[src/hdl/b62_pkg.sv]
// Types, codes, microcode program and character tables for the base-62 codec.
// No dependencies.
package b62_pkg;

    localparam logic ACT_ENCODE = 1'b0;
    localparam logic ACT_DECODE = 1'b1;
    localparam logic KIND_DIGIT = 1'b0;
    localparam logic KIND_VALUE = 1'b1;
    localparam int   RADIX      = 62;
    localparam int   DIGIT_W    = 6;
    localparam int   CHUNK_BITS = 8;

    typedef struct packed {
        logic        action;
        logic [63:0] value;
        logic [7:0]  char_in;
        logic        end_of_string;
    } b62_in_t;

    typedef struct packed {
        logic        kind;
        logic [6:0]  digit_char;
        logic [63:0] decoded;
        logic        last;
    } b62_out_t;

    typedef enum logic [2:0] {
        OP_NOP, OP_LOAD, OP_DIV, OP_STORE, OP_EMIT, OP_MAC, OP_DOUT
    } op_t;

    typedef enum logic [1:0] {
        H_NONE, H_IN, H_OUT, H_DIV
    } hold_t;

    typedef enum logic [2:0] {
        J_NEVER, J_ALWAYS, J_DECODE, J_MORE, J_NOT_EOS, J_COUNT_LEFT
    } jcond_t;

    typedef logic [2:0] upc_t;

    localparam upc_t STEP_IDLE  = 3'd0;
    localparam upc_t STEP_DIV   = 3'd1;
    localparam upc_t STEP_STORE = 3'd2;
    localparam upc_t STEP_EMIT  = 3'd3;
    localparam upc_t STEP_BACK  = 3'd4;
    localparam upc_t STEP_MAC   = 3'd5;
    localparam upc_t STEP_DOUT  = 3'd6;

    typedef struct packed {
        op_t    op;
        hold_t  hold;
        jcond_t jcond;
        upc_t   target;
    } uword_t;

    typedef struct packed {
        op_t  op;
        logic exec;
    } b62_ctrl_t;

    typedef struct packed {
        logic eos;
        logic chunk_last;
        logic more;
        logic count_left;
        logic out_free;
    } b62_status_t;

    // Control store. Fall-through goes to the next step.
    function automatic uword_t b62_ucode(upc_t addr);
        uword_t w;
        unique case (addr)
            STEP_IDLE:  w = '{OP_LOAD,  H_IN,   J_DECODE,     STEP_MAC};
            STEP_DIV:   w = '{OP_DIV,   H_DIV,  J_NEVER,      STEP_IDLE};
            STEP_STORE: w = '{OP_STORE, H_NONE, J_MORE,       STEP_DIV};
            STEP_EMIT:  w = '{OP_EMIT,  H_OUT,  J_COUNT_LEFT, STEP_EMIT};
            STEP_BACK:  w = '{OP_NOP,   H_NONE, J_ALWAYS,     STEP_IDLE};
            STEP_MAC:   w = '{OP_MAC,   H_NONE, J_NOT_EOS,    STEP_IDLE};
            STEP_DOUT:  w = '{OP_DOUT,  H_OUT,  J_ALWAYS,     STEP_IDLE};
            default:    w = '{OP_NOP,   H_NONE, J_ALWAYS,     STEP_IDLE};
        endcase
        return w;
    endfunction

    // Anything outside the alphabet maps to digit 0.
    function automatic logic [DIGIT_W-1:0] char_to_digit(logic [7:0] c);
        logic [7:0] d;
        d = 8'd0;
        if (c >= 8'd48 && c <= 8'd57) begin
            d = c - 8'd48;
        end else if (c >= 8'd65 && c <= 8'd90) begin
            d = c - 8'd55;
        end else if (c >= 8'd97 && c <= 8'd122) begin
            d = c - 8'd61;
        end
        return d[DIGIT_W-1:0];
    endfunction

    function automatic logic [6:0] digit_to_char(logic [DIGIT_W-1:0] d);
        logic [6:0] dx;
        logic [6:0] ch;
        dx = {1'b0, d};
        if (dx < 7'd10) begin
            ch = 7'd48 + dx;
        end else if (dx < 7'd36) begin
            ch = 7'd55 + dx;
        end else begin
            ch = 7'd61 + dx;
        end
        return ch;
    endfunction

endpackage

[src/hdl/b62_div_step.sv]
// One long-division step by 62: eight quotient bits per call.
// Depends on b62_pkg.
module b62_div_step (
    input  logic [b62_pkg::DIGIT_W-1:0]    rem_in,
    input  logic [b62_pkg::CHUNK_BITS-1:0] chunk,
    output logic [b62_pkg::CHUNK_BITS-1:0] quo,
    output logic [b62_pkg::DIGIT_W-1:0]    rem_out
);
    import b62_pkg::*;

    always_comb begin
        logic [DIGIT_W:0] r;
        r = {1'b0, rem_in};
        quo = '0;
        for (int i = CHUNK_BITS - 1; i >= 0; i--) begin
            // remainder stays below 62, so the shifted value fits in 7 bits
            r = {r[DIGIT_W-1:0], chunk[i]};
            if (r >= (DIGIT_W+1)'(RADIX)) begin
                r = r - (DIGIT_W+1)'(RADIX);
                quo[i] = 1'b1;
            end
        end
        rem_out = r[DIGIT_W-1:0];
    end

endmodule

[src/hdl/b62_datapath.sv]
// Datapath of the base-62 codec: dividend, digit buffer, decode accumulator,
// output register. Driven by control words; depends on b62_pkg and b62_div_step.
module b62_datapath #(
    parameter int VALUE_WIDTH = 64,
    parameter int MAX_DIGITS  = 11
) (
    input  logic                 aclk,
    input  logic                 aresetn,
    input  b62_pkg::b62_in_t     s_data,
    input  b62_pkg::b62_ctrl_t   ctrl,
    output b62_pkg::b62_status_t status,
    output logic                 m_valid,
    input  logic                 m_ready,
    output b62_pkg::b62_out_t    m_data
);
    import b62_pkg::*;

    localparam int CHUNKS  = (VALUE_WIDTH + CHUNK_BITS - 1) / CHUNK_BITS;
    localparam int PAD_W   = CHUNKS * CHUNK_BITS;
    localparam int CHUNK_W = (CHUNKS > 1) ? $clog2(CHUNKS) : 1;
    localparam int CNT_W   = $clog2(MAX_DIGITS + 1);
    localparam int IDX_W   = $clog2(MAX_DIGITS);

    logic [PAD_W-1:0]       val_reg, val_next;
    logic [DIGIT_W-1:0]     rem_reg, rem_next;
    logic [CHUNK_W-1:0]     chunk_reg, chunk_next;
    logic [CNT_W-1:0]       count_reg, count_next;
    logic [VALUE_WIDTH-1:0] acc_reg, acc_next;
    logic [7:0]             char_reg, char_next;
    logic                   eos_reg, eos_next;
    logic [DIGIT_W-1:0]     dbuf_reg [MAX_DIGITS];
    logic                   m_valid_reg, m_valid_next;
    b62_out_t               m_data_reg, m_data_next;

    logic [CHUNK_BITS-1:0]  quo;
    logic [DIGIT_W-1:0]     rem_step;
    logic [IDX_W-1:0]       rd_idx;
    logic                   chunk_last;
    logic                   out_free;

    b62_div_step u_div (
        .rem_in  (rem_reg),
        .chunk   (val_reg[PAD_W-1 -: CHUNK_BITS]),
        .quo     (quo),
        .rem_out (rem_step)
    );

    assign chunk_last = (chunk_reg == CHUNK_W'(CHUNKS - 1));
    assign out_free   = !m_valid_reg || m_ready;
    assign rd_idx     = IDX_W'(count_reg - CNT_W'(1));

    assign status = '{
        eos:        eos_reg,
        chunk_last: chunk_last,
        more:       (val_reg != '0) && (count_reg != CNT_W'(MAX_DIGITS - 1)),
        count_left: (count_reg != CNT_W'(1)),
        out_free:   out_free
    };

    always_comb begin
        val_next     = val_reg;
        rem_next     = rem_reg;
        chunk_next   = chunk_reg;
        count_next   = count_reg;
        acc_next     = acc_reg;
        char_next    = char_reg;
        eos_next     = eos_reg;
        m_valid_next = m_valid_reg && !m_ready;
        m_data_next  = m_data_reg;
        if (ctrl.exec) begin
            unique case (ctrl.op)
                OP_LOAD: begin
                    if (s_data.action == ACT_ENCODE) begin
                        val_next   = PAD_W'(s_data.value[VALUE_WIDTH-1:0]);
                        rem_next   = '0;
                        chunk_next = '0;
                        count_next = '0;
                    end else begin
                        char_next = s_data.char_in;
                        eos_next  = s_data.end_of_string;
                    end
                end
                OP_DIV: begin
                    val_next   = (val_reg << CHUNK_BITS) | PAD_W'(quo);
                    rem_next   = rem_step;
                    chunk_next = chunk_last ? '0 : chunk_reg + CHUNK_W'(1);
                end
                OP_STORE: begin
                    count_next = count_reg + CNT_W'(1);
                    rem_next   = '0;
                end
                OP_EMIT: begin
                    m_valid_next = 1'b1;
                    m_data_next  = '{
                        kind:       KIND_DIGIT,
                        digit_char: digit_to_char(dbuf_reg[rd_idx]),
                        decoded:    64'd0,
                        last:       (count_reg == CNT_W'(1))
                    };
                    count_next = count_reg - CNT_W'(1);
                end
                OP_MAC: begin
                    // acc*62 = acc*64 - acc*2
                    acc_next = (acc_reg << 6) - (acc_reg << 1)
                               + VALUE_WIDTH'(char_to_digit(char_reg));
                end
                OP_DOUT: begin
                    m_valid_next = 1'b1;
                    m_data_next  = '{
                        kind:       KIND_VALUE,
                        digit_char: 7'd0,
                        decoded:    64'(acc_reg),
                        last:       1'b1
                    };
                    acc_next = '0;
                end
                default: begin
                end
            endcase
        end
    end

    always_ff @(posedge aclk) begin
        if (!aresetn) begin
            chunk_reg   <= '0;
            count_reg   <= '0;
            acc_reg     <= '0;
            eos_reg     <= 1'b0;
            m_valid_reg <= 1'b0;
        end else begin
            chunk_reg   <= chunk_next;
            count_reg   <= count_next;
            acc_reg     <= acc_next;
            eos_reg     <= eos_next;
            m_valid_reg <= m_valid_next;
        end
        val_reg    <= val_next;
        rem_reg    <= rem_next;
        char_reg   <= char_next;
        m_data_reg <= m_data_next;
    end

    always_ff @(posedge aclk) begin
        if (ctrl.exec && ctrl.op == OP_STORE) begin
            dbuf_reg[count_reg[IDX_W-1:0]] <= rem_reg;
        end
    end

    assign m_valid = m_valid_reg;
    assign m_data  = m_data_reg;

endmodule

[src/hdl/base62_codec.sv]
// Base-62 codec (alphabet 0-9, A-Z, a-z). An encode request turns a number into its
// digits, most significant first, at least one, last flagged; a decode request feeds
// one character, and the character flagged end_of_string returns the value (mod
// 2^VALUE_WIDTH) and clears the accumulator. Requests are taken one at a time. An
// encode divides the value by 62 once per digit, with a divide-by-62 unit that
// retires 8 dividend bits per cycle, then sends out the stored digits; a decode
// character is loaded and then accumulated, and the final one also sends out the
// value; both wait on any output stall. A result register holds the last result.
// Depends on b62_pkg, b62_datapath, b62_div_step.
module base62_codec #(
    parameter int VALUE_WIDTH = 64,
    parameter int MAX_DIGITS  = 11
) (
    input  logic              aclk,
    input  logic              aresetn,
    input  logic              s_valid,
    output logic              s_ready,
    input  b62_pkg::b62_in_t  s_data,
    output logic              m_valid,
    input  logic              m_ready,
    output b62_pkg::b62_out_t m_data
);
    import b62_pkg::*;

    upc_t        upc_reg, upc_next;
    uword_t      uw;
    b62_ctrl_t   ctrl;
    b62_status_t status;
    logic        go;
    logic        take_jump;

    assign uw = b62_ucode(upc_reg);

    always_comb begin
        unique case (uw.hold)
            H_NONE:  go = 1'b1;
            H_IN:    go = s_valid;
            H_OUT:   go = status.out_free;
            H_DIV:   go = status.chunk_last;
            default: go = 1'b1;
        endcase
        unique case (uw.jcond)
            J_NEVER:      take_jump = 1'b0;
            J_ALWAYS:     take_jump = 1'b1;
            J_DECODE:     take_jump = (s_data.action == ACT_DECODE);
            J_MORE:       take_jump = status.more;
            J_NOT_EOS:    take_jump = !status.eos;
            J_COUNT_LEFT: take_jump = status.count_left;
            default:      take_jump = 1'b0;
        endcase
        if (!go) begin
            upc_next = upc_reg;
        end else if (take_jump) begin
            upc_next = uw.target;
        end else begin
            upc_next = upc_reg + upc_t'(1);
        end
    end

    // divide steps run every cycle; the hold only gates leaving the step
    assign ctrl    = '{op: uw.op, exec: go || (uw.hold == H_DIV)};
    assign s_ready = (uw.hold == H_IN);

    always_ff @(posedge aclk) begin
        if (!aresetn) begin
            upc_reg <= STEP_IDLE;
        end else begin
            upc_reg <= upc_next;
        end
    end

    b62_datapath #(
        .VALUE_WIDTH (VALUE_WIDTH),
        .MAX_DIGITS  (MAX_DIGITS)
    ) u_dp (
        .aclk    (aclk),
        .aresetn (aresetn),
        .s_data  (s_data),
        .ctrl    (ctrl),
        .status  (status),
        .m_valid (m_valid),
        .m_ready (m_ready),
        .m_data  (m_data)
    );

endmodule

[config.mk]
export PLATFORM = sky130hd
export DESIGN_NAME = base62_codec
export DESIGN_NICKNAME = d
export VERILOG_FILES = /design/src/hdl/b62_pkg.sv /design/src/hdl/b62_div_step.sv /design/src/hdl/b62_datapath.sv /design/src/hdl/base62_codec.sv
export SDC_FILE = /design/constraint.sdc
export NUM_CORES = 1
export LEC_CHECK = 0
export ABC_CLOCK_PERIOD_IN_PS = 12300
export BUFFER_PORTS_ARGS = -buffer_cell sky130_fd_sc_hd__buf_2
export CAP_MARGIN = 15
export CORE_MARGIN = 2
export CORE_UTILIZATION = 45
export DETAILED_ROUTE_END_ITERATION = 16
export GPL_TIMING_DRIVEN = 1
export PLACE_DENSITY_LB_ADDON = 0.1
export SYNTH_ARGS = -nofsm -noshare
export SYNTH_HDL_FRONTEND = slang
export SYNTH_HIERARCHICAL = 1
export SYNTH_SLANG_ARGS = --single-unit
[constraint.sdc]
create_clock -name aclk -period 12.3 [get_ports aclk]
set_input_delay 1.845 -clock aclk [delete_from_list [all_inputs] [get_ports aclk]]
set_output_delay 1.845 -clock aclk [all_outputs]
set_load 0.02 [all_outputs]
==> results of run 1 <==
## cells in the mapped netlist (12+ instances only)
| library cell | number | area share (%) |
|---|---|---|
| a21boi_0 | 12 | 0.49 |
| a22oi_1 | 27 | 1.1 |
| nor2_1 | 175 | 3.6 |
| dfxtp_1 | 76 | 8.4 |
| mux2_2 | 68 | 4.2 |
| a31oi_1 | 21 | 0.72 |
| mux2i_1 | 31 | 1.7 |
| o21ai_0 | 119 | 3.3 |
| a211oi_1 | 15 | 0.62 |
| nand2b_1 | 15 | 0.52 |
| inv_1 | 123 | 2.5 |
| xor2_1 | 28 | 1.3 |
| edfxtp_1 | 217 | 36 |
| and2_1 | 27 | 0.93 |
| clkbuf_1 | 70 | 1.4 |
| nor4_1 | 26 | 0.89 |
| xnor2_1 | 50 | 2.4 |
| a21oi_1 | 115 | 3.2 |
| o21bai_1 | 22 | 0.91 |
| nand3_1 | 33 | 0.91 |
| nor3_1 | 23 | 0.63 |
| nor2b_1 | 21 | 0.72 |
| o21a_1 | 14 | 0.58 |
| nand4_1 | 26 | 0.89 |
| nand2_1 | 135 | 2.8 |
| o211ai_1 | 12 | 0.49 |
| ha_1 | 96 | 6.6 |
| a21o_1 | 36 | 1.5 |
| mux4_2 | 12 | 1.5 |
## worst reg2reg max path: cells and delay by family, from the launching register on
kind,cells,cell delay (ns)
AO/OA/AOI/OAI,16,4.39
XOR/XNOR,6,1.19
adder cells (fa/ha/maj),8,2.22
buffers and inverters,3,0.44
flip-flops,1,0.36
multiplexers,4,0.84
AND/OR/NAND/NOR,10,1.62
## stage by stage
| step | setup WS, ns | std cells | cell area (sq um) | util [%] |
|---|---|---|---|---|
| floorplan | 2.268 | 1841 | 18210 | - |
| CTS | 0.6511 | 2503 | 20540 | 51.57 |
| global placement | 1.050 | 2442 | 19370 | 48.64 |
| finish | 1.005 | 2504 | 20550 | 51.61 |
| detailed placement | 0.6823 | 2442 | 19370 | 48.64 |
| global route | 0.09689 | 2503 | 20550 | 51.61 |
## routing by layer
metal / global-route usage [%] / wire length [um]
met5: 0 / 13
met1: 30.09 / 21140
met4: 7.657 / 1265
met3: 2.787 / 2051
met2: 36.66 / 21940
## cell families (layout without fill, tap and decap cells)
kind of cell	Yosys count	after routing	share of synthesized area (%)
buf+inv	215	352	4.712
mux	115	115	7.694
compound gates	493	493	18.12
xor+xnor	78	78	3.751
flops	293	293	44.13
simple gates	550	550	14.89
other cells	0	1	0
fa+ha+maj	97	97	6.705
## worst paths after layout
check	to	start	slack [ns]	depth (start not counted)
hold reg to reg	u_dp/acc_reg[60]$_SDFFE_PN0P_	u_dp/acc_reg[60]$_SDFFE_PN0P_	0.45	2
setup / recovery	u_dp/rem_reg[2]$_SDFFCE_PN0P_	u_dp/rem_reg[0]$_SDFFCE_PN0P_	1.00	47
hold / removal	u_dp/acc_reg[60]$_SDFFE_PN0P_	u_dp/acc_reg[60]$_SDFFE_PN0P_	0.45	2
setup reg to reg	u_dp/rem_reg[2]$_SDFFCE_PN0P_	u_dp/rem_reg[0]$_SDFFCE_PN0P_	1.00	47
## area by class of cell
type	count	area (sq um)	area share [%]
inverter	125	469.2	2.283
clock inverter	12	167.7	0.8157
tap	525	656.9	3.196
clock buffer	49	1001	4.870
timing repair buffer	166	865.8	4.213
antenna	1	2.502	0.01218
sequential	293	8038	39.11
multi-input combinational	1333	9353	45.50
==> results.sh, run 1 <==
export IMPL_run_status="complete, no violations"
export IMPL_largest_reg_flops=73
export IMPL_setup_violations_final=0
export IMPL_final_hold_viol_count=0
export IMPL_tritoncts="yes"
export IMPL_max_stage_delay_ns=0.41
export IMPL_hp_class="register to register"
export IMPL_clk_latency_ns=0.55
export IMPL_syn2layout_area_growth_pct=12.85
export IMPL_grt_total_usage_pct=22.18
export IMPL_yosysWarnings=6
export IMPL_worstPathRequired_ns=12.58
export IMPL_synth_top_flop_cell="edfxtp_1"
export IMPL_relSlewSlack_pct=32.54
export IMPL_worstPathArrival_ns=11.58
export IMPL_ctsResizeCount=0
export IMPL_synth_seq_cells=293
export IMPL_finalWirelength_um=46410
export IMPL_grt_pass1_vias=13800
export IMPL_dieHeight_um=205.2
export IMPL_cpMaxStageDelayCell="o32ai_4"
export IMPL_vias=14230
export IMPL_timing_fmax_mhz=88.53
export IMPL_synthCells=1841
export IMPL_cts_inserted_buffers=34
export IMPL_fillers=3750
export IMPL_drv_slew=0
export IMPL_clk_pin_slew_ns=0.06
export IMPL_synth_fp_nets=2016
export IMPL_clockRootBuffer="clkbuf_16"
export IMPL_setup_tns_ns=0
export IMPL_cp_buffers_inverters=3
export IMPL_clk_path_buf_depth=3
export IMPL_worstSetupPathType="register to register"
export IMPL_fp_dieW_um=205.2
export IMPL_antenna_found_initial=1
export IMPL_grt_overflow_total=0
export IMPL_synth_edf_count=217
export IMPL_fin_hold_ws_ns=0.4540
export IMPL_drive_gt1_share_pct=17.64
export IMPL_row_count=73
export IMPL_core_sq_mm=0.03982
export IMPL_dp_hpwl_um=34090
export IMPL_finClkSkew_ns=0.03071
export IMPL_cpMostUsedCell="ha_1"
export IMPL_wl_per_cell_um=18.53
export IMPL_cp_top_family="compound AO/OA/AOI/OAI gates"
export IMPL_cp_end_kind="register"
export IMPL_ant_nets=0
export IMPL_nets=2128
export IMPL_cts_hold_buf=0
export IMPL_grt_max_degree=71
export IMPL_cap_violations=0
export IMPL_io_buffers=152
export IMPL_gp_congestion=0.9157
export IMPL_start_util_pct=45.74
export IMPL_io_pins=153
export IMPL_layout_commonest_cell="edfxtp_1"
export IMPL_mostFrequentLayoutCells="edfxtp_1 (217), nor2_1 (174), buf_2 (152)"
export IMPL_synth_cell_types=101
export IMPL_synth_area_sq_mm=0.01821
export IMPL_dieArea_sq_mm=0.04210
export IMPL_finalCriticalPeriod_ns=11.30
export IMPL_synth_avg_cell_area_sq_um=9.893
export IMPL_drt_vias_per_instance=5.684
export IMPL_post_cts_buffers=0
export IMPL_drc=0
export IMPL_drtPass1Iterations=7
export IMPL_fin_crit_sh_pct=91.83
export IMPL_first_iter_violations=950
export IMPL_worst_slew_pin_slew_ns=1.012
export IMPL_grt_pass1_wl_um=73980
export IMPL_grt_setup_unrepaired="false"
export IMPL_cts_sinks=293
export IMPL_critPathLaunchType="register"
export IMPL_async_flop_share_pct=0
export IMPL_ys_seq_area_share_pct=44.13
export IMPL_htreeDepth=2
export IMPL_path_max_fanout=21
Power of run 1 is left out: the tool's default activity adds up to more than one toggle a clock period on the data nets, which glitch-free logic cannot reach.
==> run 2, diff against run 1 <==
- ABC_AREA: unset -> 1
- SKIP_CTS_REPAIR_TIMING: unset -> 1
==> results.sh, run 2 <==
export IMPL_finalWorstSetupSlack_ns=4.032
export IMPL_grt_max_degree=79
export IMPL_first_iter_violations=1244
export IMPL_synth_avg_cell_area_sq_um=6.981
export IMPL_vias=18570
export IMPL_synth_top_cell_by_area="edfxtp_1"
export IMPL_synth_compound_area_share_pct=7.386
export IMPL_timing_fmax_mhz=120.9
export IMPL_multi_input_area_sq_mm=0.01032
export IMPL_cp_end_kind="register"
export IMPL_drc=0
export IMPL_max_stage_delay_ns=0.61
export IMPL_finalWirelength_um=58430
export IMPL_htreeDepth=1
export IMPL_cp_top_family="simple AND/OR/NAND/NOR gates"
export IMPL_utilization_pct=50.81
export IMPL_final_hold_viol_count=0
export IMPL_synth_edf_count=217
export IMPL_synth_top_flop_cell="edfxtp_1"
export IMPL_seqCellArea_sq_mm=0.008038
export IMPL_critPathLaunchType="register"
export IMPL_synth_seq_cells=293
export IMPL_place_ws_ns=4.022
export IMPL_synth_fa_ha_area_share_pct=5.914
export IMPL_synth_xor_xnor_area_share_pct=0.8786
export IMPL_nets=3278
export IMPL_mostFrequentLayoutCells="nand2_1 (1043), inv_1 (513), nor2_1 (232)"
export IMPL_fin_crit_sh_pct=67.22
export IMPL_clk_latency_ns=0.59
export IMPL_layout_commonest_cell="nand2_1"
export IMPL_synth_top_family_by_area="simple AND/OR/NAND/NOR gates"
export IMPL_cp_buffers_inverters=2
export IMPL_start_util_pct=45.50
export IMPL_muxShareOfSynthArea_pct=0
export IMPL_yosysWarnings=6
export IMPL_grt_overflow_total=0
export IMPL_gp_congestion=0.9566
export IMPL_clk_pin_slew_ns=0.06
export IMPL_synth_area_sq_mm=0.02065
export IMPL_cts_inserted_buffers=31
export IMPL_ys_seq_area_share_pct=38.92
export IMPL_drtPass1Iterations=5
export IMPL_fp_dieW_um=218.2
export IMPL_drv_slew=0
export IMPL_hp_class="register to register"
export IMPL_largest_reg_flops=73
export IMPL_setup_tns_ns=0
export IMPL_cpMaxStageDelayCell="edfxtp_1"
export IMPL_io_pins=153
export IMPL_synth_top_cell_area_share_pct=31.56
export IMPL_cts_sinks=293
export IMPL_cpMostUsedCell="nand2_1"
export IMPL_clockRootBuffer="clkbuf_16"
export IMPL_grt_pass1_vias=17790
export IMPL_grt_setup_unrepaired="false"
export IMPL_yosysMostFrequentCell="nand2_1"
export IMPL_path_max_fanout=15
export IMPL_io_buffers=152
export IMPL_wl_per_cell_um=15.67
export IMPL_synth_cell_types=57
export IMPL_core_sq_mm=0.04538
export IMPL_worstPathRequired_ns=12.64
export IMPL_row_count=78
export IMPL_clk_path_buf_depth=3
export IMPL_synth_area_leaders="edfxtp_1 (32%), nand2_1 (19%), inv_1 (9.4%)"
export IMPL_dieHeight_um=218.2
export IMPL_synthSimpleGateAreaFrac_pct=35.70
export IMPL_finClkSkew_ns=0.01010
export IMPL_drt_vias_per_instance=4.982
export IMPL_synth_fp_nets=3133
export IMPL_drive_gt1_share_pct=12.53
export IMPL_diodes=0
export IMPL_async_flop_share_pct=0
export IMPL_worstPathArrival_ns=8.61
export IMPL_tritoncts="yes"
export IMPL_fillers=4582
export IMPL_synthCells=2958
export IMPL_worstSetupPathType="register to register"
export IMPL_run_status="complete, no violations"
export IMPL_finalCriticalPeriod_ns=8.268
export IMPL_worst_slew_pin_slew_ns=1.130
export IMPL_cap_violations=0
export IMPL_grt_pass1_wl_um=92920
export IMPL_synthTopCellsByCount="nand2_1 (1043), inv_1 (515), nor2_1 (234)"
export IMPL_ant_nets=0
export IMPL_syn2layout_area_growth_pct=11.65
export IMPL_dieArea_sq_mm=0.04762
export IMPL_relSlewSlack_pct=24.06
export IMPL_dp_hpwl_um=45950
export IMPL_setup_violations_final=0
export IMPL_antenna_found_initial=1
export IMPL_grt_total_usage_pct=24.55
run 2: cell count changes in the layout (fill, tap and decap cells not counted), sizes merged, moves of 17 or more:
cell,previous run,this run
a21o,36,1
xor2,28,9
and2,27,6
a22oi,27,0
inv,124,541
xnor2,50,10
nand3,33,200
nand2,135,1101
mux2,71,0
o21bai,23,6
mux2i,32,0
nor2,176,276
nor2b,22,0
o21ai,127,87
run 2: layout make-up:
cell class	count	share of cell area, %
repair buffers	170	3.994
clock buffers	46	3.739
clock inverters	12	0.5752
well taps	600	3.256
flip-flops and latches	293	34.86
inverters	540	8.813
multi-input cells	2067	44.76
run 2: worst min-delay path, cell delays in order, from the launching register on:
cell and delay [ns]:
dfxtp_1 0.31, nand2_1 0.06, a21oi_1 0.06
run 2: path summary, 6_finish.rpt:
| check | from | endpoint | slack (ns) | depth (start not counted) |
|---|---|---|---|---|
| hold reg to reg | u_dp/acc_reg[59]$_SDFFE_PN0P_ | u_dp/acc_reg[59]$_SDFFE_PN0P_ | 0.47 | 2 |
| setup / recovery | u_dp/rem_reg[1]$_SDFFCE_PN0P_ | u_dp/rem_reg[3]$_SDFFCE_PN0P_ | 4.03 | 64 |
| setup reg to reg | u_dp/rem_reg[1]$_SDFFCE_PN0P_ | u_dp/rem_reg[3]$_SDFFCE_PN0P_ | 4.03 | 64 |
| hold / removal | u_dp/acc_reg[59]$_SDFFE_PN0P_ | u_dp/acc_reg[59]$_SDFFE_PN0P_ | 0.47 | 2 |
run 2: routing by layer:
layer	wire, um	GRT usage (%)	vias to the layer above
met2	27330	42.10	407
li1	-	-	9584
met5	7	0	-
met1	26660	32.41	8486
met4	1762	7.075	2
met3	2674	3.090	94
run 2: cells by family after synthesis:
kind of cell / Yosys count
adders and majority gates: 97
AOI/OAI and AO/OA: 268
xor gates and xnor gates: 19
DFF: 293
buffers and inverters: 598
and+or+nand+nor: 1683
run 2: stage by stage:
| step | cells | hold WS [ns] | instance area, sq um |
|---|---|---|---|
| 2_1_floorplan | 2958 | 0.4453 | 20650 |
| 3_3_place_gp | 3667 | 0.4539 | 22010 |
| 3_5_place_dp | 3668 | 0.4602 | 22020 |
| 4_1_cts | 3726 | 0.4693 | 23020 |
| 5_1_grt | 3728 | 0.4907 | 23060 |
| 6_report | 3728 | 0.4659 | 23060 |
Power of run 2 is left out for the same reason.
